`src/rtl/sacd_pkg.sv`:
```
// shared types and constants of the set-associative cache tag directory
// no dependencies; used by the interfaces, controller, datapath and top level
`default_nettype none

package sacd_pkg;

	localparam int unsigned SETS_DEF   = 64;
	localparam int unsigned WAYS_DEF   = 8;
	localparam int          TAG_W      = 32;
	localparam int          STAMP_W    = 48;
	localparam int          LEN_W      = 16;
	localparam int          CFG_IDX_W  = 2;
	localparam int          CFG_DATA_W = 16;

	localparam logic              RD_EN_RST   = 1'b1;
	localparam logic              WR_EN_RST   = 1'b1;
	localparam logic              POLICY_RST  = 1'b1;
	localparam logic [LEN_W-1:0]  LINE_SZ_RST = 16'd4096;

	// request opcodes
	localparam logic [1:0] OP_READ  = 2'd0;
	localparam logic [1:0] OP_WRITE = 2'd1;
	localparam logic [1:0] OP_INVAL = 2'd2;

	typedef enum logic [CFG_IDX_W-1:0] {
		CFG_READ_EN   = 2'd0,
		CFG_WRITE_EN  = 2'd1,
		CFG_POLICY    = 2'd2,
		CFG_LINE_SIZE = 2'd3
	} cfg_idx_t;

	typedef struct packed {
		logic [1:0]         opcode;
		logic [TAG_W-1:0]   line_address;
		logic [LEN_W-1:0]   request_length;
		logic [STAMP_W-1:0] now;
	} req_t;

	typedef struct packed {
		logic             hit;
		logic             served;
		logic [2:0]       way_used;
		logic             fill_needed;
		logic             writeback_valid;
		logic [TAG_W-1:0] writeback_address;
	} rsp_t;

	// one way of a set
	typedef struct packed {
		logic [TAG_W-1:0]   tag;
		logic               valid;
		logic               dirty;
		logic [STAMP_W-1:0] ins;
		logic [STAMP_W-1:0] acc;
	} way_t;

	// controller to datapath
	typedef struct packed {
		logic accept;
		logic quo;
		logic rem;
		logic rd;
		logic look;
		logic commit;
		logic clr;
	} cmd_t;

	// datapath to controller
	typedef struct packed {
		logic out_free;
		logic clr_last;
	} stat_t;

endpackage

`default_nettype wire

```
`src/rtl/sacd_ctrl.sv`:
```
// sequencer of the cache directory: set clearing after reset, then one request at a time
// depends on sacd_pkg
`default_nettype none

module sacd_ctrl (
	input  logic            clk,
	input  logic            arst_n,
	input  logic            req_valid,
	output logic            req_ready,
	input  sacd_pkg::stat_t stat,
	output sacd_pkg::cmd_t  cmd
);
	import sacd_pkg::*;

	typedef enum logic [6:0] {
		S_CLR  = 7'b0000001,
		S_IDLE = 7'b0000010,
		S_QUO  = 7'b0000100,
		S_REM  = 7'b0001000,
		S_RD   = 7'b0010000,
		S_LOOK = 7'b0100000,
		S_WR   = 7'b1000000
	} state_t;

	state_t state_q, state_n;

	always_comb begin
		state_n = state_q;
		unique case (state_q)
			S_CLR:  if (stat.clr_last) state_n = S_IDLE;
			S_IDLE: if (req_valid) state_n = S_QUO;
			S_QUO:  state_n = S_REM;
			S_REM:  state_n = S_RD;
			S_RD:   state_n = S_LOOK;
			S_LOOK: state_n = S_WR;
			S_WR:   if (stat.out_free) state_n = S_IDLE;
			default: state_n = S_CLR;
		endcase
	end

	always_ff @(posedge clk or negedge arst_n) begin
		if (!arst_n) begin
			state_q <= S_CLR;
		end else begin
			state_q <= state_n;
		end
	end

	assign req_ready  = (state_q == S_IDLE);
	assign cmd.accept = (state_q == S_IDLE) && req_valid;
	assign cmd.quo    = (state_q == S_QUO);
	assign cmd.rem    = (state_q == S_REM);
	assign cmd.rd     = (state_q == S_RD);
	assign cmd.look   = (state_q == S_LOOK);
	assign cmd.commit = (state_q == S_WR) && stat.out_free;
	assign cmd.clr    = (state_q == S_CLR);

endmodule

`default_nettype wire

```
`config.mk`:
```
export PLATFORM = sky130hd
export DESIGN_NAME = sacd_ctrl
export DESIGN_NICKNAME = d
export VERILOG_FILES = /design/src/rtl/sacd_pkg.sv /design/src/rtl/sacd_ctrl.sv
export SDC_FILE = /design/constraint.sdc
export NUM_CORES = 1
export LEC_CHECK = 0
export BUFFER_PORTS_ARGS = -buffer_cell sky130_fd_sc_hd__buf_4
export CAP_MARGIN = 20
export CORE_AREA = 2 2 39 41
export DETAILED_ROUTE_END_ITERATION = 10
export DIE_AREA = 0 0 41 43
export GPL_TIMING_DRIVEN = 0
export PLACE_DENSITY = 0.61
export SLEW_MARGIN = 10
export SYNTH_ARGS = -nofsm -noshare
export SYNTH_HDL_FRONTEND = slang
export SYNTH_SLANG_ARGS = --single-unit
```
`constraint.sdc`:
```
create_clock -name clk -period 1.8 [get_ports clk]
set_input_delay 0.09 -clock clk [delete_from_list [all_inputs] [get_ports clk]]
set_output_delay 0.09 -clock clk [all_outputs]
set_load 0.05 [all_outputs]
```
==> results.ini <==
[status]
outcome = finished, violations left
violations = setup timing

[floorplanning]
initial_utilization = 0.344
coreArea_um2 = 1380
io-pin-count = 13
die_w_um = 41
die_y_um = 43
num_rows = 14
die_area_um2 = 1760

[timing]
worst_pin_slew_ns = 0.520
finClkSkew_ns = 0.00337
max_freq_ghz = 0.542
rsz0062_at_grt = true
fin_crit_ns = 1.84
hold_violations = 0
layout_setup_ws_ns = -0.0446
slew_headroom = 0.644
drv_slew = 0
final-setup-viol-count = 2
setup_tns_ns = -0.0734
min_period_over_period = 1.02

[routing]
dr_total_vias = 465
via_per_inst = 5.05
detail_route.wl_per_cell_um = 13.3
initialDrtViolationCount = 7
dr.pass1.iters = 4
drc = 0
routed_wl_mm = 1.22
ant_nets = 0

[final_layout]
multi_input_area_um2 = 343
register_area_um2 = 180
finalNonFillerCells = 92
fin_util = 0.573
antenna_cells = 0
largest_reg_flops = 7
fillers = 127
drive_above_1_share = 0.579
layout.nets = 82
largest_register = state_q
largestRegisters = state_q x7
syn_to_final_growth_pct = 66.4

[clock_network]
cts_buffer_depth = 2
cts_inserted_buffers = 3
tritoncts = yes
root_buffer = clkbuf_4
clk-insertion-delay-late_ns = 0.25
cts.sinks = 7
clkTransAtPathRegs_ns = 0.05
htreeDepth = 1

[logic_synthesis]
synth_commonest_cells = 6 x dfrtp_1, 4 x nor2_1, 4 x nor3_1
synth_top_area_share = 0.315
syn_nets = 57
synth_seq_area_share = 0.370
yosys_most_used_dff = dfrtp_1
syn_inst = 52
synth_top_area_cell = dfrtp_1
yosysMostFrequentCell = dfrtp_1
yosysWarnings = 0
ys_types = 29
synth-seq-cells = 7
synth.avg_cell_area_um2 = 9.17
async_flop_share = 1.00
synth-edff-count = 0
synth.area.top_cells = dfrtp_1 31%, dfstp_2 5.5%, nor3_1 4.2%
synth_area_um2 = 477

[critical_path]
path_class = flip-flop to output port
crit_required_ns = 1.71
endpoint_kind = output port
cp_max_fo = 3
arrival_ns = 1.75
cp-start-kind = flip-flop

[flow_run]
maxCapViolCount = 0

[pwr]
switching_share = 0.425
combPwrFrac = 0.554
peakVddDrop_mv = 0.475
p_sw_mw = 0.377
p_clk_frac = 0.163
p_leak_nw = 0.346
p_total_mw = 0.888
p_per_area_nw_per_um2 = 1120
p_int_mw = 0.511
seqPwrFrac = 0.283

[placed_design]
dp_slack_ns = -0.0245
post-dp-hpwl_um = 752
placed_cells = 80
port_buffers = 12
place_congestion = 0.707

[global_routing]
grt_pass1_wl_mm = 1.87
overflow = 0
first_global_vias = 445
grt_usage = 0.157
grt_max_degree = 11
antenna_found_initial = 0

[worst_hold_path]
min_path_type = input pin to flip-flop

-- through the flow --
stage | instance area (um^2) | hold WS, ns
global route | 793 | 0.0787
CTS | 762 | 0.0708
detailed placement | 613 | -0.0907
floorplan | 503 | -0.206
global placement | 613 | -0.0933
finish | 793 | 0.0730
-- what timing repair did --
action / in CTS / in global routing
endpoints found under the setup margin: 6 / 7
gates resized for setup: 15 / 5
hold buffers: 1 / 0
buffers inserted: 7 / 2
pin swaps: 4 / 1
hold endpoints to repair: 7 / 0
-- final timing paths --
check / from / endpoint / slack, ns / cells after the start
min: req_valid / state_q[2] / 0.07 / 2
max in group asynchronous: arst_n / state_q[0] / 1.41 / 2
min reg2reg: state_q[3] / state_q[6] / 0.59 / 2
max reg2reg: state_q[3] / state_q[1] / 0.27 / 3
min in group asynchronous: arst_n / state_q[5] / 0.19 / 2
max: state_q[3] / cmd[1] / -0.04 / 4
-- cell usage in the layout, fill, tap and decap left out, types with 2 or more instances in the layout --
master and count:
nor2_1 2, and3_1 2, inv_1 3, nor3_4 4, or3_4 2, buf_6 6, clkbuf_4 3, buf_4 16
dfrtp_2 3, nor4_1 2, nand2b_1 2, o21a_1 2, dfrtp_1 3, xnor2_1 2
-- worst max-delay path: stages, from the launching register on --
cell and delay, ns:
dfrtp_1 0.40, or4_4 0.54, or2_4 0.27, nor3_4 0.12
buf_6 0.18
-- logic make-up after synthesis --
kind of cell	after synthesis	synth area share
AND/OR/NAND/NOR	28	0.373
AO/OA/AOI/OAI	7	0.116
flip-flops	7	0.370
buffers and inverters	7	0.0840
XOR/XNOR	2	0.0368
multiplexers	1	0.0210
-- final cells by class --
| cell class | instances | share of cell area |
|---|---|---|
| plain buffers | 2 | 0.0237 |
| clock buffers | 4 | 0.0331 |
| inverters | 3 | 0.0142 |
| multi-input cells | 38 | 0.432 |
| flip-flops and latches | 7 | 0.227 |
| well taps | 16 | 0.0252 |
| repair buffers | 22 | 0.244 |
-- power by group through the flow --
stage               clock network, mW  registers [mW]  logic [mW]
floorplan                           0           0.212       0.330
global placement                    0           0.218       0.411
detailed placement                  0           0.219       0.411
CTS                             0.151           0.221       0.476
global route                    0.166           0.259       0.520
finish                          0.144           0.252       0.492
-- layer usage --
layer | up-vias | wire length [um] | GRT usage
li1 | 237 | - | -
met1 | 217 | 557 | 0.200
met2 | 9 | 608 | 0.247
met3 | 2 | 49 | 0.0314
met4 | 0 | 6 | 0.0600
met5 | - | 0 | 0
Power figures use the tool's default switching activity.
